===== config.mk =====
export PLATFORM = sky130hd
export DESIGN_NAME = percent_escape_decoder_flat
export DESIGN_NICKNAME = d
export VERILOG_FILES = /design/src/sv/ped_pkg.sv /design/src/sv/ped_in_if.sv /design/src/sv/ped_out_if.sv /design/src/sv/ped_front.sv /design/src/sv/ped_queue.sv /design/src/sv/ped_back.sv /design/src/sv/percent_escape_decoder.sv /design/src/flat_wrapper.sv
export SDC_FILE = /design/constraint.sdc
export NUM_CORES = 1
export LEC_CHECK = 0
export BUFFER_PORTS_ARGS = -buffer_cell sky130_fd_sc_hd__buf_2
export CORE_MARGIN = 5
export CORE_UTILIZATION = 45
export CTS_BUF_LIST = sky130_fd_sc_hd__clkbuf_4 sky130_fd_sc_hd__clkbuf_8
export DETAILED_ROUTE_END_ITERATION = 6
export HOLD_SLACK_MARGIN = 0.06
export PLACE_DENSITY_LB_ADDON = 0.3
export SLEW_MARGIN = 10
export SYNTH_ARGS = -nofsm -noshare
export SYNTH_HDL_FRONTEND = slang
export SYNTH_HIERARCHICAL = 1
export SYNTH_SLANG_ARGS = --single-unit

===== constraint.sdc =====
create_clock -name clk_i -period 7.4 [get_ports clk_i]
set_input_delay 1.11 -clock clk_i [delete_from_list [all_inputs] [get_ports clk_i]]
set_output_delay 1.11 -clock clk_i [all_outputs]
set_load 0.1 [all_outputs]

===== src/sv/ped_pkg.sv =====
// Shared types, character constants and the hex digit decoder of the percent-escape decoder.
package ped_pkg;

  localparam logic [7:0] PctSign = 8'h25;  // '%'
  localparam logic [7:0] Dig0    = 8'h30;  // '0'
  localparam logic [7:0] Dig9    = 8'h39;  // '9'
  localparam logic [7:0] LowA    = 8'h61;  // 'a'
  localparam logic [7:0] LowF    = 8'h66;  // 'f'
  localparam logic [7:0] UpA     = 8'h41;  // 'A'
  localparam logic [7:0] UpF     = 8'h46;  // 'F'
  localparam logic [7:0] HexTen  = 8'd10;
  localparam int unsigned NibW   = 4;

  localparam int unsigned MaxOut = 3;  // bytes one request can cause

  // Escape progress: nothing held, the percent sign held, sign and first digit held.
  typedef enum logic [2:0] {
    PendNone  = 3'b001,
    PendPct   = 3'b010,
    PendDigit = 3'b100
  } ped_pend_e;

  // One queued job: the bytes a request caused, how many, and whether it ended a string.
  typedef struct packed {
    logic [MaxOut-1:0][7:0] bytes;
    logic [1:0]             cnt;
    logic                   last;
  } ped_cmd_t;

  typedef struct packed {
    logic full;
    logic empty;
  } ped_q_stat_t;

  // Returns {valid, value} for one ASCII hex digit of either letter case.
  function automatic logic [NibW:0] hex_decode(logic [7:0] c);
    logic [7:0] lo_v;
    logic [7:0] up_v;
    lo_v = c - LowA + HexTen;
    up_v = c - UpA + HexTen;
    if (c >= Dig0 && c <= Dig9) begin
      return {1'b1, c[NibW-1:0]};
    end else if (c >= LowA && c <= LowF) begin
      return {1'b1, lo_v[NibW-1:0]};
    end else if (c >= UpA && c <= UpF) begin
      return {1'b1, up_v[NibW-1:0]};
    end
    return '0;
  endfunction

endpackage


===== src/sv/ped_in_if.sv =====
// Request channel of the percent-escape decoder: one raw byte and its end-of-string mark.
interface ped_in_if;
  logic       valid;
  logic       ready;
  logic [7:0] in_byte;
  logic       in_last;

  modport source (output valid, output in_byte, output in_last, input ready);
  modport sink   (input valid, input in_byte, input in_last, output ready);
endinterface


===== src/sv/ped_out_if.sv =====
// Result channel of the percent-escape decoder: one output byte with its run and string marks.
interface ped_out_if;
  logic       valid;
  logic       ready;
  logic [7:0] out_byte;
  logic       run_end;
  logic       string_end;

  modport source (output valid, output out_byte, output run_end, output string_end,
                  input ready);
  modport sink   (input valid, input out_byte, input run_end, input string_end,
                  output ready);
endinterface


===== src/sv/ped_front.sv =====
// Front end: takes requests, tracks the open escape, queues each request's bytes.
module ped_front import ped_pkg::*; (
  input  logic        clk_i,
  input  logic        rst_ni,
  input  logic        in_valid_i,
  input  logic [7:0]  in_byte_i,
  input  logic        in_last_i,
  output logic        in_ready_o,
  input  ped_q_stat_t q_stat_i,
  output logic        push_o,
  output ped_cmd_t    cmd_o
);

  ped_pend_e  pend_q, pend_d;
  logic [7:0] held_q;
  logic       accept;
  logic [NibW:0] cur_hex;
  logic [NibW:0] held_hex;
  logic [MaxOut-1:0][7:0] bytes;
  logic [1:0] n;
  logic       hold_now;

  assign in_ready_o = !q_stat_i.full;
  assign accept     = in_valid_i && in_ready_o;
  assign cur_hex    = hex_decode(in_byte_i);
  assign held_hex   = hex_decode(held_q);

  always_comb begin
    bytes    = '0;
    n        = 2'd0;
    pend_d   = PendNone;
    hold_now = 1'b0;
    unique case (pend_q)
      PendPct: begin
        if (cur_hex[NibW]) begin
          hold_now = 1'b1;
          pend_d   = PendDigit;
        end else begin
          bytes[n] = PctSign;
          n        = n + 2'd1;
          if (in_byte_i == PctSign) begin
            pend_d = PendPct;
          end else begin
            bytes[n] = in_byte_i;
            n        = n + 2'd1;
          end
        end
      end
      PendDigit: begin
        if (cur_hex[NibW]) begin
          bytes[n] = {held_hex[NibW-1:0], cur_hex[NibW-1:0]};
          n        = n + 2'd1;
        end else begin
          bytes[0] = PctSign;
          bytes[1] = held_q;
          n        = 2'd2;
          if (in_byte_i == PctSign) begin
            pend_d = PendPct;
          end else begin
            bytes[n] = in_byte_i;
            n        = n + 2'd1;
          end
        end
      end
      default: begin
        if (in_byte_i == PctSign) begin
          pend_d = PendPct;
        end else begin
          bytes[n] = in_byte_i;
          n        = n + 2'd1;
        end
      end
    endcase
    // The string ends: whatever is still held goes out literally.
    if (in_last_i) begin
      if (pend_d == PendPct) begin
        bytes[n] = PctSign;
        n        = n + 2'd1;
      end else if (pend_d == PendDigit) begin
        // Only reached when this very byte became the held digit.
        bytes[0] = PctSign;
        bytes[1] = in_byte_i;
        n        = 2'd2;
      end
      pend_d = PendNone;
    end
  end

  assign push_o    = accept && (n != 2'd0);
  assign cmd_o     = '{bytes: bytes, cnt: n, last: in_last_i};

  always_ff @(posedge clk_i or negedge rst_ni) begin
    if (!rst_ni) begin
      pend_q <= PendNone;
    end else if (accept) begin
      pend_q <= pend_d;
    end
  end

  always_ff @(posedge clk_i) begin
    if (accept && hold_now) begin
      held_q <= in_byte_i;
    end
  end

endmodule


===== src/sv/ped_queue.sv =====
// Two-entry job queue between the front end and the output sequencer.
module ped_queue import ped_pkg::*; (
  input  logic        clk_i,
  input  logic        rst_ni,
  input  logic        push_i,
  input  ped_cmd_t    cmd_i,
  input  logic        pop_i,
  output ped_cmd_t    head_o,
  output ped_q_stat_t stat_o
);

  ped_cmd_t   mem_q [2];
  logic       wr_q;
  logic       rd_q;
  logic [1:0] cnt_q;

  assign head_o       = mem_q[rd_q];
  assign stat_o.full  = (cnt_q == 2'd2);
  assign stat_o.empty = (cnt_q == 2'd0);

  always_ff @(posedge clk_i or negedge rst_ni) begin
    if (!rst_ni) begin
      wr_q  <= 1'b0;
      rd_q  <= 1'b0;
      cnt_q <= 2'd0;
    end else begin
      if (push_i) begin
        wr_q <= !wr_q;
      end
      if (pop_i) begin
        rd_q <= !rd_q;
      end
      if (push_i && !pop_i) begin
        cnt_q <= cnt_q + 2'd1;
      end else if (pop_i && !push_i) begin
        cnt_q <= cnt_q - 2'd1;
      end
    end
  end

  always_ff @(posedge clk_i) begin
    if (push_i) begin
      mem_q[wr_q] <= cmd_i;
    end
  end

endmodule


===== src/sv/ped_back.sv =====
// Back end: walks the head job, when unstalled, a byte a cycle to byte_q.
module ped_back import ped_pkg::*; (
  input  logic        clk_i,
  input  logic        rst_ni,
  input  ped_cmd_t    head_i,
  input  ped_q_stat_t q_stat_i,
  output logic        pop_o,
  output logic        out_valid_o,
  input  logic        out_ready_i,
  output logic [7:0]  out_byte_o,
  output logic        run_end_o,
  output logic        string_end_o
);

  logic [1:0] idx_q, idx_d;
  logic       valid_q, valid_d;
  logic [7:0] byte_q;
  logic       run_q, str_q;
  logic       load;
  logic       is_end;

  assign load   = !valid_q || out_ready_i;
  assign is_end = (idx_q == head_i.cnt - 2'd1);

  always_comb begin
    idx_d   = idx_q;
    valid_d = valid_q;
    pop_o   = 1'b0;
    if (load) begin
      valid_d = !q_stat_i.empty;
      if (!q_stat_i.empty) begin
        if (is_end) begin
          pop_o = 1'b1;
          idx_d = 2'd0;
        end else begin
          idx_d = idx_q + 2'd1;
        end
      end
    end
  end

  always_ff @(posedge clk_i or negedge rst_ni) begin
    if (!rst_ni) begin
      idx_q   <= 2'd0;
      valid_q <= 1'b0;
    end else begin
      idx_q   <= idx_d;
      valid_q <= valid_d;
    end
  end

  always_ff @(posedge clk_i) begin
    if (load && !q_stat_i.empty) begin
      byte_q <= head_i.bytes[idx_q];
      run_q  <= is_end;
      str_q  <= is_end && head_i.last;
    end
  end

  assign out_valid_o  = valid_q;
  assign out_byte_o   = byte_q;
  assign run_end_o    = run_q;
  assign string_end_o = str_q;

endmodule


===== src/sv/percent_escape_decoder.sv =====
// Top level of the streaming percent-escape decoder.
//
//   Channel  Dir  Payload                          Handshake
//   in_i     in   in_byte[8], in_last              valid/ready, taken when both high
//   out_o    out  out_byte[8], run_end, string_end valid/ready, taken when both high
//
// A request is taken whenever the job queue has room; it causes zero to three
// output bytes, which leave one per cycle from a registered output stage
// while the output is ready. The output sequencer is the limit: it sends
// the bytes of each request one after another, so plain text runs at one
// byte per cycle. Reset is asynchronous and active low; it clears
// the escape state, the queue pointers and the output valid. A stall on the
// output fills the two-entry queue and only then drops in_i.ready.
module percent_escape_decoder import ped_pkg::*; (
  input  logic      clk_i,
  input  logic      rst_ni,
  ped_in_if.sink    in_i,
  ped_out_if.source out_o
);

  // Jobs built by the front end, queue status, and the pop from the back end.
  ped_cmd_t    cmd;
  ped_cmd_t    head;
  ped_q_stat_t q_stat;
  logic        push;
  logic        pop;

  // The front end tracks the escape in progress and turns each request that
  // releases bytes into one job holding every byte that the request releases.
  ped_front u_front (
    .clk_i      (clk_i),
    .rst_ni     (rst_ni),
    .in_valid_i (in_i.valid),
    .in_byte_i  (in_i.in_byte),
    .in_last_i  (in_i.in_last),
    .in_ready_o (in_i.ready),
    .q_stat_i   (q_stat),
    .push_o     (push),
    .cmd_o      (cmd)
  );

  // Short queue so that the front end keeps taking requests while the back
  // end is busy with a multi-byte job or held by the output.
  ped_queue u_queue (
    .clk_i  (clk_i),
    .rst_ni (rst_ni),
    .push_i (push),
    .cmd_i  (cmd),
    .pop_i  (pop),
    .head_o (head),
    .stat_o (q_stat)
  );

  // The back end emits the head job one byte at a time and marks the last
  // byte of each job, and of each string.
  ped_back u_back (
    .clk_i        (clk_i),
    .rst_ni       (rst_ni),
    .head_i       (head),
    .q_stat_i     (q_stat),
    .pop_o        (pop),
    .out_valid_o  (out_o.valid),
    .out_ready_i  (out_o.ready),
    .out_byte_o   (out_o.out_byte),
    .run_end_o    (out_o.run_end),
    .string_end_o (out_o.string_end)
  );

  // A request that ends a string always releases at least one byte.
  assert property (@(posedge clk_i) disable iff (!rst_ni)
    in_i.valid && in_i.ready && in_i.in_last |-> push)
    else $error("string end request produced no job");

  // The back end never pops an empty queue.
  assert property (@(posedge clk_i) disable iff (!rst_ni)
    pop |-> !q_stat.empty)
    else $error("pop from empty job queue");

  // The front end never pushes into a full queue.
  assert property (@(posedge clk_i) disable iff (!rst_ni)
    push |-> !q_stat.full)
    else $error("push into full job queue");

  // A string end mark only ever appears on the last byte of a job.
  assert property (@(posedge clk_i) disable iff (!rst_ni)
    out_o.valid && out_o.string_end |-> out_o.run_end)
    else $error("string end without run end");

endmodule

===== src/flat_wrapper.sv =====
// flat-port wrapper written by rule: the top's interface ports become plain ports
module percent_escape_decoder_flat import ped_pkg::*;
  (clk_i, rst_ni, in_i_valid, in_i_in_byte, in_i_in_last, in_i_ready, out_o_valid, out_o_out_byte, out_o_run_end, out_o_string_end, out_o_ready);
  ped_in_if in_i_i ();
  ped_out_if out_o_i ();
  input  logic clk_i;
  input  logic rst_ni;
  input wire logic [$bits(in_i_i.valid)-1:0] in_i_valid;
  input wire logic [$bits(in_i_i.in_byte)-1:0] in_i_in_byte;
  input wire logic [$bits(in_i_i.in_last)-1:0] in_i_in_last;
  output wire logic [$bits(in_i_i.ready)-1:0] in_i_ready;
  output wire logic [$bits(out_o_i.valid)-1:0] out_o_valid;
  output wire logic [$bits(out_o_i.out_byte)-1:0] out_o_out_byte;
  output wire logic [$bits(out_o_i.run_end)-1:0] out_o_run_end;
  output wire logic [$bits(out_o_i.string_end)-1:0] out_o_string_end;
  input wire logic [$bits(out_o_i.ready)-1:0] out_o_ready;
  assign in_i_i.valid = in_i_valid;
  assign in_i_i.in_byte = in_i_in_byte;
  assign in_i_i.in_last = in_i_in_last;
  assign in_i_ready = in_i_i.ready;
  assign out_o_valid = out_o_i.valid;
  assign out_o_out_byte = out_o_i.out_byte;
  assign out_o_run_end = out_o_i.run_end;
  assign out_o_string_end = out_o_i.string_end;
  assign out_o_i.ready = out_o_ready;
  percent_escape_decoder u_core (.clk_i(clk_i), .rst_ni(rst_ni), .in_i(in_i_i), .out_o(out_o_i));
endmodule

-- Yosys cells after proc, flatten, opt, wreduce, memory -nomap -nowiden
Memory sizes are Yosys's and may differ from the RTL's.
Cells that the tools add are included.
- output and inout port bits: 12
- RAM bits: 54
- word-level logic and storage cells: 129
- bits of input ports: 13
- memories: 1
- flip-flop bits (word level): 28
- memories (memory ; depth ; width ; rd ports ; clocked after Yosys merged registers in ; write ports ; RTL line ; text):
    u_core.u_queue.mem_q ; 2 ; 27 ; 1 ; 0 ; 1 ; ped_queue.sv:12 ; ped_cmd_t mem_q [2];
- multiplexer cells: 53
- equality and inequality tests: 7
- add/sub/neg operators: 13
- reduce and logical (&&, ||, !) cells: 26
- bitwise logic cells: 4
- magnitude comparators: 15
- operator list (kind ; number):
    $mux W16 ; 4
    $mux W8 ; 6
    $ge A8 B7 Y1 const B ; 4
    $le A8 B7 Y1 const B ; 4
    $pmux W8 S2 ; 2
    $mux W24 ; 1
    $mux W2 ; 11
    $mux W5 ; 4
    $add A4 B4 Y4 const B ; 4
    $bmux W8 S2 ; 1
    $demux W8 S2 ; 1
    $ge A8 B6 Y1 const B ; 2
    $le A8 B6 Y1 const B ; 2
    $mux W4 ; 4
    $sub A4 B1 Y4 const B ; 4
    $and A15 B15 Y15 ; 1
    $mux W1 ; 15
    $not A15 Y15 ; 1
    $logic_and A1 B1 Y1 ; 14
    $or A9 B9 Y9 ; 1
    $eq A8 B6 Y1 const B ; 1
    $logic_not A1 Y1 ; 7
    $add A2 B1 Y2 const B ; 3
    $eq A3 B2 Y1 const B ; 2
    other kinds (14) ; 19

-- Logic depth before layout (Yosys ltp)
Gate-level depths: netlist of the first run.
- word-level depth: 18
- depth in mapped cells: 14
- depth with buffers taken out: 13

-- Modules after synthesis
The synthesis of the first run kept the hierarchy.
- modules (own cells, without submodules) (module ; cells an instance ; seq. area each (sq um) ; area each (sq um) ; times used):
    ped_queue ; 100 ; 1721.7 ; 2234.6 ; 1
    ped_front ; 143 ; 316.6 ; 1243.7 ; 1
    ped_back ; 58 ; 375.4 ; 660.6 ; 1

-- Worst setup path after synthesis of the first run
No wires, ideal clock.
- path kind: in2reg
- start point: input in_i_in_byte[1]
- end point: memory u_core/u_queue/mem_q[0][0] in the netlist's numbering (enable)
- stages on the path: 11
- path buffers: 1
- path slack: 2.501 ns
- data arrival time: 4.485 ns
- setup time: 0.414 ns
- data required time: 6.986 ns
- cells stage by stage: inv_1 ha_1 or3b_1 and4_4 buf_6 nor3_4 a21oi_2 ha_1 nor3_1 a211oi_1 nor2b_1
- word-level cells in the longest chain between the ends: 16
- elaborated cells on any way between the ends: 36
- those cells by class: add/sub: 1; order compare: 6; eq/ne: 3; mux: 21; reduce/logical: 5
- RTL lines (element ; RTL line ; text):
    start, declared ; flat_wrapper.sv:9 ; input wire logic [$bits(in_i_i.in_byte)-1:0] in_i_in_byte;
    $ge A8 B7 Y1 or $le A8 B7 Y1 (tied branches) ; ped_pkg.sv:45 ; end else if (c >= UpA && c <= UpF) begin
    $logic_and A1 B1 Y1 ; ped_pkg.sv:45 ;
    $mux W1 ; ped_pkg.sv:45 ;
    $mux W1 ; ped_pkg.sv:43 ; end else if (c >= LowA && c <= LowF) begin
    $mux W1 ; ped_pkg.sv:41 ; if (c >= Dig0 && c <= Dig9) begin
    $mux W5 ; ped_pkg.sv:48 ; return '0;
    $mux W2 or $mux W3 (tied branches) ; ped_front.sv:50, ped_front.sv:35 ;
    $pmux W3 S2 ; ped_front.sv:33 ; unique case (pend_q)
    $eq A3 B3 Y1 ; ped_front.sv:79 ; end else if (pend_d == PendDigit) begin
    $mux W2 ; ped_front.sv:79 ;
    $mux W2 ; ped_front.sv:76 ; if (pend_d == PendPct) begin
    $mux W2 (*) ; ped_front.sv:75 ; if (in_last_i) begin
    $reduce_bool A2 Y1 (*) ; ped_front.sv:89 ; assign push_o = accept && (n != 2'd0);
    $logic_and A1 B1 Y1 (*) ; ped_front.sv:89 ;
    via u_core.push ; percent_escape_decoder.sv:25 ; logic push;
    $mux W1 (*) ; ped_queue.sv:42 ; if (push_i) begin
    $mux W1 (implied by the code) (*) ; ped_queue.sv:43 ; mem_q[wr_q] <= cmd_i;
    end, declared ; ped_queue.sv:12 ;
Mark *: on every way through the listed nets, which the timed path passes. The rest lies on a longest branch.

-- Worst setup path in the final report of the first run
- start point: input in_i_in_byte[1]
- end point: memory u_core/u_queue/mem_q[0][18] in the netlist's numbering (enable)
Same word-level chain as after synthesis.

==> results summary, run 1 <==
The flow ran to the end, and the final reports show no timing, DRC or antenna violations. The worst clock skew came out at 0.0102 ns. The total routed wirelength came out at between 7000 and 8000 microns. The final weighted congestion in routability-driven placement is 0.912. The final global-route overflow total came out at 0. For this run, the total global-route usage over all layers was measured as between 10% and 20%.

The die height came out at approximately 110 microns. The buffer count from post-CTS setup fixing came out at 0. After clock tree synthesis, the flow added hold-fix buffers numbering 0. The initial core utilization came out at a little under half. The floorplan row count is 35. The data required time of the worst path came out at approximately 7.4 ns.

The upper clock frequency limit is about 240 MHz. The leakage component of the power is ~1.7 nW. Summing every instance area after synthesis gives a little over 0.004 sq mm. The setup slack after placement is roughly 3.0 ns.

The worst-case reg-to-reg path depth came out at 8. The die width is around 110 microns. The minimum period implied by the final worst setup slack is between 4 and 5 ns. In this run the power density over the cells is roughly 380 mW/mm^2. STA classifies the critical path endpoint as a register. The number of gates resized after CTS is 0. The maximum ir drop on the vdd rail is roughly 220 uV. The total area inside the core boundary comes to ~0.0091 sq mm. The kind of critical path is primary input to register. The tree is rooted in a sky130_fd_sc_hd__clkbuf_8. The cell area after layout came out at about 0.0045 sq mm. Across the run, the number of max-cap violations was 0.

The detailed placement HPWL came out at roughly 5500 microns. The die covers around 0.011 sq mm. The count of buffers added on input and output ports is 24.

The total nets after synthesis is between 300 and 400. The count of flip-flops with a built-in enable after synthesis came out at roughly 70. The pin count of the biggest net entering global routing is 29. The TritonCTS sink count came out at 82.

The number of clock buffers added by TritonCTS is 9. The most common cell in the synthesized netlist is sky130_fd_sc_hd__edfxtp_1. The post-route non-filler standard cell count came out at 443. The mean instance size in the synthesized netlist is between 10 and 15 sq um.

In the routed layout, each cell is associated on average with a via count of around 5.6. The number of H-tree branching levels is 3. The number of vias in the routed layout is 2461. Setup repair after global routing left no endpoint under its margin. The aggregate negative setup slack came out at 0 ns. The number of fill cells is between 700 and 800. The core utilization of the finished layout is about half. TritonCTS built the clock tree.

The number of cells in the design after placement is ~430. The number of antenna violations at the first check in global routing came to 0. The clock transition at the registers of the reported paths came out at 0.08 ns.

The total setup violations reported at the end of the flow is 0. The max-slew violation count is 0. The post-route antenna net violation count is 0. After synthesis, the share of flip-flops with an asynchronous set or reset is about 12%.

The latest clock arrival within the worst-skew pair came out at around 0.35 ns. Yosys attributes the largest share of cell area to sky130_fd_sc_hd__edfxtp_1 (52%), sky130_fd_sc_hd__mux2_4 (6.9%), sky130_fd_sc_hd__dfrtp_1 (5.4%). Counting instances, the worst hold path has a depth of 1. The synthesized design devotes to its leading area cell type a little over half of total area. The worst-path maximum fanout came out at 27. The worst path uses about 56% of the clock period. The via count of the first global-routing pass is around 2500. STA classifies the critical path startpoint as a primary input. The post-route worst hold slack is approximately 0.50 ns.

The top-level port count came out at 25. The maximum clock path buffer count is 2. The fraction of final layout cells with drive strength greater than 1 came out at around 26%. Before antenna repair, the detailed router went through 5 iterations. The antenna diode count came out at 0. In this run the worst hold path is classified as register to register. From synthesis to final layout, the design area changed by 8.98%. After global routing, the most crowded layer is met2.

The met1 track utilization from global routing came out at between 10% and 20%. After synthesis, the most frequently instantiated cells are sky130_fd_sc_hd__edfxtp_1 (72), sky130_fd_sc_hd__nand2_1 (23), sky130_fd_sc_hd__mux2_4 (19). The global-route wire length before repair came out at 12600 microns. For this run, the post-layout net count is between 300 and 400. Of the synthesized area, sequential elements account for 58.3%. The count of unique library cells instantiated by Yosys came out at 60.

The worst relative slew slack is between 40% and 50%. The met3 track demand over resource came out at ~3.2%. The number of endpoints with negative hold slack in the final report is 0. The routing usage on met2 came out at a little under a quarter. The biggest area contributor in the post-synthesis netlist is sky130_fd_sc_hd__edfxtp_1.

The cell area after placement is ~0.0043 sq mm. The count of routing violations after the opening detailed-route iteration came out at 142. The post-route DRC violation count came out at 0. For the worst setup path, the data arrival time is 4.13 ns. The number of warning messages in the yosys log is 6. The number of standard cells after synthesis came out at ~300. After detailed routing, the average wire length per cell comes to between 15 and 20 microns. The post-route total power came out at roughly 1.7 mW. The dominant register cell in the synthesized netlist is sky130_fd_sc_hd__edfxtp_1. After layout, the worst setup slack is 3.28 ns. For the pin with the worst max-slew slack, the measured transition is just under 0.8 ns. The register bit total from synthesis is 82.
final timing paths:
check	start	to	slack, ns
worst max-delay path	in_i_in_byte[1]	u_core/u_queue/mem_q[0][18]	3.28
worst min-delay path	u_core/u_queue/cnt_q[1]	u_core/u_queue/cnt_q[1]	0.50
worst max register to register	u_core/u_front/pend_q[2]	u_core/u_queue/mem_q[0][18]	4.09
worst min register to register	u_core/u_queue/cnt_q[1]	u_core/u_queue/cnt_q[1]	0.50
max in group asynchronous	rst_ni	u_core/u_front/pend_q[0]	6.54
min in group asynchronous	rst_ni	u_core/u_front/pend_q[2]	0.61
critical path: stages:
cell                       delay [ns]
sky130_fd_sc_hd__buf_2           0.17
sky130_fd_sc_hd__inv_1           0.08
sky130_fd_sc_hd__ha_1            0.24
sky130_fd_sc_hd__or3b_1          0.37
sky130_fd_sc_hd__and4_4          0.24
sky130_fd_sc_hd__nor3_4          0.43
sky130_fd_sc_hd__a21oi_2         0.11
sky130_fd_sc_hd__ha_1            0.30
sky130_fd_sc_hd__nor3_1          0.05
sky130_fd_sc_hd__a211oi_1        0.47
sky130_fd_sc_hd__nor2b_2         0.23
sky130_fd_sc_hd__buf_4           0.34
cell usage in the layout (no fill, tap or decap), types with 10 or more instances in the layout:
| cell type | instances |
|---|---|
| sky130_fd_sc_hd__edfxtp_1 | 72 |
| sky130_fd_sc_hd__buf_2 | 24 |
| sky130_fd_sc_hd__nand2_1 | 23 |
| sky130_fd_sc_hd__mux2_4 | 19 |
| sky130_fd_sc_hd__nor2_1 | 17 |
| sky130_fd_sc_hd__inv_1 | 11 |
| sky130_fd_sc_hd__mux2i_1 | 10 |
| sky130_fd_sc_hd__ha_1 | 10 |
sequential cells by signal (all words and copies together), names as in the netlist:
| register | cells |
|---|---|
| u_core/u_front/held_q | 8 |
| u_core/u_queue/wr_q | 1 |
| u_core/u_back/run_end_o | 1 |
| u_core/u_front/pend_q | 3 |
| u_core/u_back/idx_q | 2 |
| u_core/u_back/string_end_o | 1 |
| u_core/u_back/out_byte_o | 8 |
| u_core/u_queue/mem_q | 54 |
| u_core/u_queue/rd_q | 1 |
| u_core/u_back/out_valid_o | 1 |
| u_core/u_queue/cnt_q | 2 |
kinds of logic (layout without fill, tap and decap cells):
family,after synthesis,count (layout),share of synthesized area [%]
flip-flops,82,82,58.3
buffers and inverters,23,54,3.57
XOR/XNOR,8,8,1.69
AO/OA/AOI/OAI,61,61,11.1
multiplexers,38,38,11.8
AND/OR/NAND/NOR,79,79,10.5
adder cells (fa/ha/maj),10,10,3.02
routing by layer:
| metal | wire length, microns | vias up |
|---|---|---|
| met3 | 409 | 23 |
| li1 | - | 1190 |
| met2 | 3560 | 90 |
| met1 | 3610 | 1158 |
| met5 | 0 | - |
| met4 | 248 | 0 |
final cells by class:
cell class / instances / area [sq um] / area share [%]
sequential: 82 / 2410 / 53.5
multi-input combinational: 196 / 1580 / 35.0
timing repair buffer: 27 / 143 / 3.16
clock buffer: 11 / 139 / 3.08
tap: 111 / 139 / 3.08
clock inverter: 5 / 55.1 / 1.22
inverter: 11 / 41.3 / 0.915
power breakdown:
part | switching [mW] | total (mW) | internal [mW]
combinational | 0.455 | 0.669 | 0.214
sequential | 0.0593 | 0.712 | 0.652
clock | 0.153 | 0.316 | 0.162
Note: power is estimated with default switching activity, not from simulation.
==> run 2, diff against run 1 <==
- clock period: 7.4 -> 3.3 ns (I/O delays scaled with it)
==> results summary, run 2 (synthesized netlist as in run 1, its figures left out) <==
The largest stage delay on the critical path is 0.62 ns (was 0.47 ns). The worst relative slew slack came out at 48.3% (was 47.5%). The count of routing violations after the opening detailed-route iteration came out at 125 (was 142). The initial core utilization is 45.4% (unchanged). The buffer type at the clock tree root is sky130_fd_sc_hd__clkbuf_8 (unchanged). The die width is 106 microns (unchanged). The upper clock frequency limit is about 350 MHz. The number of antenna violations at the first check in global routing is 0 (unchanged). The worst clock skew came out at 0.00624 ns (was 0.0102 ns). The TritonCTS sink count is 82 (unchanged).

The core utilization of the finished layout is 51.3% (was 49.5%). The final-stage net count came out at 363 (was 350). The via count of the first global-routing pass is 2473 (was 2474).

The post-route total power is 3.91 mW (was 1.70 mW). The part of the cycle the worst path needs is 87.3%. The floorplan row count is 35 (unchanged). The slowest stage cell on the critical path is sky130_fd_sc_hd__and2_2 (was sky130_fd_sc_hd__a211oi_1). The post-route antenna net violation count came out at 0 (unchanged). The number of vias in the routed layout came out at 2525 (was 2461). The maximum clock path buffer count was 2 (unchanged). The number of H-tree branching levels is 3 (unchanged). The setup slack after placement came out at 0.0891 ns (was 2.96 ns). The met1 track utilization from global routing is 20.2% (was 19.6%). The most common library cell in the layout ignoring fill and taps is sky130_fd_sc_hd__edfxtp_1 (unchanged). The number of flip-flops under the largest register name is 54 (unchanged).

The clock tree from TritonCTS is yes (unchanged). The post-route DRC violation count is 0 (unchanged). The detailed placement HPWL was 5570 microns (was 5490 microns). The clock transition at the registers of the reported paths is 0.08 ns (about the same).

The worst hold path depth came out at 1 (unchanged). The worst-case reg-to-reg path depth is 8 (unchanged). The total setup violations reported at the end of the flow is 0 (unchanged).

The total routed wirelength came out at 7810 microns (was 7830 microns). The type of origin of the critical path is a register (was primary input). The top register by number of flip-flops is u_core/u_queue/mem_q (unchanged).

Unrepaired setup endpoints after global routing: false (unchanged). The maximum ir drop on the vdd rail was 281 uV (was 218 uV). Cells traversed along the worst timing path: or3b_2 > a41oi_2 > buf_4 > a21oi_2 > ha_1 > nor3_1 > a211oi_2 > and2_2 (was buf_2 > inv_1 > ha_1 > or3b_1 > and4_4 > nor3_4 > a21oi_2 > ha_1 > nor3_1 > a211oi_1 > nor2b_2 > buf_4).

The cell area after layout was 0.00467 sq mm (was 0.00451 sq mm). The max-slew violation count came out at 0 (unchanged). The layout-stage area growth over the synthesis result is 12.8% (was 8.98%). The number of fill cells is 795 (was 781). The routing usage on met2 is 24.0% (was 22.9%). The worst setup slack after layout is 0.418 ns (was 3.28 ns). The number of CTS-inserted buffers is 9 (unchanged).

The aggregate negative setup slack is 0 ns (unchanged). The mean number of vias per cell was 5.54 (was 5.56). The power density over the cells is 838 mW/mm^2 (was 376 mW/mm^2). The post-route non-filler standard cell count is 456 (was 443).

The final weighted congestion in routability-driven placement came out at 0.880 (was 0.912). The global-route total usage across every layer is 15.1% (was 14.7%). The worst-path maximum fanout came out at 27 (unchanged). The number of cells in the design after placement is 439 (was 427). The kind of critical path was register to register (was primary input to register).

The number of I/O port buffers came out at 24 (unchanged). The area inside the core boundary is 0.00911 sq mm (unchanged). The number of endpoints with negative hold slack in the final report is 0 (unchanged).

The minimum period implied by the final worst setup slack is roughly 2.9 ns. The antenna diode count came to 0 (unchanged). The first-pass iteration count of the detailed router was 4 (was 5). The final global-route overflow total came to 0 (unchanged). The actual slew at the worst max-slew pin came out at 0.773 ns (was 0.785 ns).

The critical path data arrival time came out at 2.87 ns (was 4.13 ns). The cell area after placement is 0.00445 sq mm (was 0.00432 sq mm). The routed length per instance is 17.1 microns (was 17.7 microns). The global-route wire length before repair was 12900 microns (was 12600 microns).

The data required time of the worst path is 3.29 ns (was 7.41 ns). Run status: finished, final reports clean (unchanged). The number of gates resized after CTS came to 0 (unchanged). Commonest cells after routing, fill and taps aside: sky130_fd_sc_hd__edfxtp_1 (72), sky130_fd_sc_hd__buf_2 (24), sky130_fd_sc_hd__nand2_1 (23) (unchanged). The most used routing layer in global routing was met2 (unchanged). The leakage component of the power is 1.79 nW (was 1.70 nW). The die height came to 106 microns (unchanged).

The worst hold-check path type is primary input to register (was register to register). The post-route worst hold slack is 0.409 ns (was 0.496 ns). The pin count of the biggest net entering global routing came out at 28 (was 29). The latest clock arrival within the worst-skew pair is 0.35 ns (about the same).

The met3 track demand over resource was 2.31% (was 3.16%). The top-level port count came to 25 (unchanged). The fraction of final layout cells with drive strength greater than 1 is 30.1% (was 25.9%). The number of max-capacitance violations reported came to 0 (unchanged). The floorplan die area is 0.0112 sq mm (unchanged). The kind of end point of the critical path is a register (unchanged).
==> run 2: cell count changes in the layout (fill, tap and decap cells not counted), sizes merged <==
cell and delta:
dlygate4sd3 +1, inv +1, bufinv +1, clkbuf -2
buf +12
==> run 2: timing repair <==
item | in CTS | in global routing
hold buffers | 1 | 0
buffers inserted | 0 | 0
endpoints found under the hold margin | 9 | 0
==> run 2: power by group <==
part,internal [mW],leakage [nW],switching [mW],total (mW)
sequential,1.46,0.797,0.111,1.57
clock,0.425,0.109,0.365,0.789
combinational,0.505,0.879,1.04,1.55
==> run 2: final cells by class <==
cell class / instances / area, sq um / share of cell area (%)
Multi-Input combinational cell: 196 / 1610 / 34.4
Sequential cell: 82 / 2410 / 51.7
Inverter: 11 / 41.3 / 0.884
Clock inverter: 7 / 91.3 / 1.96
Tap cell: 111 / 139 / 2.97
Timing Repair Buffer: 40 / 255 / 5.46
Clock buffer: 9 / 124 / 2.65
==> run 2: path summary, 6_finish.rpt <==
check,slack (ns),to,from
setup / recovery,0.42,u_core/u_queue/mem_q[1][4],u_core/u_front/pend_q[1]
hold reg to reg,0.49,u_core/u_queue/cnt_q[1],u_core/u_queue/cnt_q[1]
hold / removal,0.41,u_core/u_front/held_q[0],in_i_in_byte[0]
min in group asynchronous,0.52,u_core/u_back/out_valid_o,rst_ni
setup reg to reg,0.42,u_core/u_queue/mem_q[1][4],u_core/u_front/pend_q[1]
max in group asynchronous,2.52,u_core/u_front/pend_q[0],rst_ni
==> run 2: worst max-delay path: cells and delay by family (launching register included) <==
kind            cells  cell delay [ns]
simple gates        3             1.18
compound gates      3             0.46
flops               1             0.41
buf+inv             1             0.18
fa+ha+maj           1             0.28
==> run 2: routing by layer <==
metal	up-vias	share of wire (%)
li1	1215	-
met1	1233	46
met2	66	48
met3	11	4.2
met4	0	1.7
met5	-	0
==> run 3, diff against run 2 <==
- ABC_AREA: default -> 1
==> results summary, run 3 <==
The detailed placement HPWL came to 6140 microns (was 5570 microns). The cell area after placement came out at 0.00464 sq mm (was 0.00445 sq mm). The share of flip-flops with an asynchronous set or reset after synthesis is 12.2% (unchanged).

The largest stage delay on the critical path is 0.32 ns (was 0.62 ns). The floorplan die area was 0.0118 sq mm (was 0.0112 sq mm). The worst flop-to-flop path endpoint is u_core/u_queue/cnt_q[1] (was u_core/u_queue/mem_q[1][4]). The number of H-tree branching levels is 3 (unchanged). The layout-stage area growth over the synthesis result came out at 11.4% (was 12.8%). The max-slew violation count came out at 0 (unchanged). The worst setup slack after layout is 0.421 ns (was 0.418 ns). The number of warning messages in the yosys log is 6 (unchanged). The most common cell in the synthesized netlist is sky130_fd_sc_hd__edfxtp_1 (unchanged). The area inside the core boundary came out at 0.00964 sq mm (was 0.00911 sq mm). The count of unique library cells instantiated by Yosys is 41 (was 60).

The most common library cell in the layout ignoring fill and taps is sky130_fd_sc_hd__edfxtp_1 (unchanged). Ranking of synthesized cells by area: sky130_fd_sc_hd__edfxtp_1 (49%), sky130_fd_sc_hd__mux2_4 (6.5%), sky130_fd_sc_hd__nand2_1 (5.2%) (was sky130_fd_sc_hd__edfxtp_1 (52%), sky130_fd_sc_hd__mux2_4 (6.9%), sky130_fd_sc_hd__dfrtp_1 (5.4%)). The power density over the cells is 808 mW/mm^2 (was 838 mW/mm^2). The data required time of the worst path is 3.34 ns (was 3.29 ns).

The number of antenna violations at the first check in global routing was 0 (unchanged). The cell type with the highest aggregate area in the netlist is sky130_fd_sc_hd__edfxtp_1 (unchanged). The maximum clock path buffer count is 2 (unchanged). The worst hold path depth is 1 (unchanged). The cell area after layout is 0.00487 sq mm (was 0.00467 sq mm). The dominant register cell in the synthesized netlist is sky130_fd_sc_hd__edfxtp_1 (unchanged). The origin of the critical flop-to-flop path was u_core/u_front/pend_q[0] (was u_core/u_front/pend_q[1]). The minimum period implied by the final worst setup slack came out at 2.88 ns (about the same).

Commonest cells after routing, fill and taps aside: sky130_fd_sc_hd__edfxtp_1 (72), sky130_fd_sc_hd__nand2_1 (61), sky130_fd_sc_hd__inv_1 (45) (was sky130_fd_sc_hd__edfxtp_1 (72), sky130_fd_sc_hd__buf_2 (24), sky130_fd_sc_hd__nand2_1 (23)). The global-route wire length before repair is 13700 microns (was 12900 microns). The kind of critical path is primary input to register (was register to register).

The slowest stage cell on the critical path is sky130_fd_sc_hd__a21oi_1 (was sky130_fd_sc_hd__and2_2). The final-stage net count came to 451 (was 363). The leakage component of the power came out at 2.02 nW (was 1.79 nW).

The mean number of vias per cell came out at 5.07 (was 5.54). The total setup violations reported at the end of the flow was 0 (unchanged). The die width is 109 microns (was 106 microns). The pin count of the biggest net entering global routing came out at 28 (unchanged). The critical path's top delay family is simple AND/OR/NAND/NOR gates (unchanged). The part of the cycle the worst path needs is 87.2% (was 87.3%).

The mean instance size in the synthesized netlist came out at 11.1 sq um (was 13.8 sq um). The aggregate negative setup slack came out at 0 ns (unchanged). The worst-path maximum fanout is 27 (unchanged). The antenna diode count came out at 0 (unchanged). The number of fill cells is 886 (was 795).

The first-pass iteration count of the detailed router came out at 5 (was 4). The clock tree from TritonCTS was yes (unchanged). The setup slack after placement was 0.0679 ns (was 0.0891 ns). The type of origin of the critical path is a primary input (was register). The top register by number of flip-flops was u_core/u_queue/mem_q (unchanged). The post-route DRC violation count is 0 (unchanged). The count of routing violations after the opening detailed-route iteration came to 153 (was 125).

The clock transition at the registers of the reported paths came out at 0.08 ns (about the same). The top-level port count was 25 (unchanged). The worst relative slew slack is 50.0% (was 48.3%). The post-route total power is 3.93 mW (was 3.91 mW).

The die height came out at 109 microns (was 106 microns). The routed length per instance came to 15.0 microns (was 17.1 microns). The sum of buffers and inverters on the critical path is 6 (was 1). The floorplan row count is 36 (was 35). The maximum ir drop on the vdd rail is 305 uV (was 281 uV). The end point of the worst hold path is u_core/u_front/held_q[6] (was u_core/u_front/held_q[0]). The flop-to-flop setup slack came out at 0.57 ns (was 0.42 ns). The number of flip-flops under the largest register name came out at 54 (unchanged). The number of CTS-inserted buffers is 9 (unchanged).

The upper clock frequency limit came out at 347 MHz (about the same). Cells traversed along the worst timing path: buf_2 > inv_1 > ha_1 > inv_1 > nor3_1 > nand2_1 > nand2_4 > nand3_2 > nand2_1 > inv_1 > ha_1 > or2_1 > o21ai_1 > a21oi_1 > inv_1 > nor2_2 > buf_12 (was or3b_2 > a41oi_2 > buf_4 > a21oi_2 > ha_1 > nor3_1 > a211oi_2 > and2_2). The number of max-capacitance violations reported came out at 0 (unchanged). The total nets after synthesis came out at 418 (was 324). The number of vias in the routed layout is 2870 (was 2525).

The worst hold-check path type is primary input to register (unchanged). The number of gates resized after CTS is 0 (unchanged). The worst clock skew is 0.0150 ns (was 0.00624 ns). The total routed wirelength came out at 8510 microns (was 7810 microns).

The number of endpoints with negative hold slack in the final report came to 0 (unchanged). The latest clock arrival within the worst-skew pair is 0.35 ns (about the same). Top cells by instance count after synthesis: sky130_fd_sc_hd__edfxtp_1 (72), sky130_fd_sc_hd__nand2_1 (61), sky130_fd_sc_hd__inv_1 (45) (was sky130_fd_sc_hd__edfxtp_1 (72), sky130_fd_sc_hd__nand2_1 (23), sky130_fd_sc_hd__mux2_4 (19)). The sequential share of the synthesized area is 55.2% (was 58.3%). The global-route total usage across every layer came out at 15.5% (was 15.1%). The worst-case reg-to-reg path depth came out at 15 (was 8). The final weighted congestion in routability-driven placement is 0.924 (was 0.880). The TritonCTS sink count is 82 (unchanged).

The share of Yosys cell area claimed by the top area cell type is 49.5% (was 52.2%). The initial core utilization is 45.3% (was 45.4%). The count of flip-flops with a built-in enable after synthesis is 72 (unchanged). The fraction of final layout cells with drive strength greater than 1 came to 25.9% (was 30.1%).

The buffer type at the clock tree root is sky130_fd_sc_hd__clkbuf_8 (unchanged). The critical path data arrival time is 2.92 ns (was 2.87 ns). The register bit total from synthesis came out at 82 (unchanged). The final global-route overflow total is 0 (unchanged). The actual slew at the worst max-slew pin came to 0.740 ns (was 0.773 ns). The post-route antenna net violation count is 0 (unchanged). Counting stages on the worst path, the most repeated cell is sky130_fd_sc_hd__inv_1.

The kind of end point of the critical path is a register (unchanged). The cell area after synthesis came to 0.00437 sq mm (was 0.00414 sq mm). The start point of the worst min-delay path was in_i_in_byte[6] (was in_i_in_byte[0]). The number of I/O port buffers is 24 (unchanged). Run status: finished, final reports clean (unchanged). The buffer count from post-CTS setup fixing came to 0 (unchanged).

The number of standard cells after synthesis came to 395 (was 301). The via count of the first global-routing pass was 2755 (was 2473). Unrepaired setup endpoints after global routing: false (unchanged).
[run 3: cell count changes after synthesis, sizes merged, moves of 6 or more]
cell / previous run / this run
and2: 8 / 1
nand2: 23 / 71
o21ai: 19 / 37
inv: 11 / 54
nor2b: 6 / 0
mux2i: 10 / 0
nor2: 17 / 31
nand3: 3 / 34
o22ai: 0 / 8
[run 3: area by class of cell]
cell class	instances	area (sq um)	share of cell area [%]
clock inverter	6	88.8	1.82
inverter	55	210	4.32
timing repair buffer	32	208	4.27
clock buffer	10	131	2.70
tap	133	166	3.42
sequential	82	2410	49.6
multi-input combinational	248	1650	33.9
[run 3: worst max path at each step]
stage                                        to  slack [ns]  cells past startpoint            start
floorplan            u_core/u_queue/mem_q[0][0]        0.03                     14  in_i_in_byte[1]
finish              u_core/u_queue/mem_q[0][11]        0.42                     17  in_i_in_byte[0]
global route            u_core/u_queue/cnt_q[1]        0.23                     17  in_i_in_byte[1]
global placement    u_core/u_queue/mem_q[0][23]        0.15                     17  in_i_in_byte[0]
detailed placement  u_core/u_queue/mem_q[0][23]        0.07                     17  in_i_in_byte[0]
CTS                 u_core/u_queue/mem_q[0][12]        0.43                     17  in_i_in_byte[0]
[run 3: layer usage]
layer / up-vias / global-route usage, % / routed length [microns]
met2: 71 / 25.8 / 4190
met5: - / 0 / 0
met3: 6 / 4.18 / 353
li1: 1434 / - / -
met4: 0 / 3.88 / 65
met1: 1359 / 20.1 / 3890
[run 3: report_power, final]
group	total, mW	switching (mW)	internal [mW]
clock	0.798	0.361	0.438
combinational	1.59	1.12	0.473
sequential	1.55	0.0963	1.45
total	3.93	1.57	2.36
[run 3: timing repair]
action,4_1_cts,5_1_grt
endpoints found under the hold margin,9,0
hold buffers,1,0
setup endpoints to repair,0,0
[run 3: stage by stage]
step	std cells	util, %	hold slack (ns)
2_1_floorplan	395	-	0.199
3_3_place_gp	549	48.1	0.376
3_5_place_dp	549	48.1	0.376
4_1_cts	566	50.5	0.340
5_1_grt	566	50.5	0.328
6_report	566	50.5	0.352
[run 3: cells by family after synthesis]
| logic type | Yosys count | share of synthesized area, % |
|---|---|---|
| AOI/OAI and AO/OA | 56 | 7.56 |
| buffers and inverters | 65 | 7.04 |
| DFF | 82 | 55.2 |
| and+or+nand+nor | 150 | 17.7 |
| adders and majority gates | 10 | 2.86 |
| xor gates and xnor gates | 5 | 1.00 |
| muxes | 27 | 8.59 |
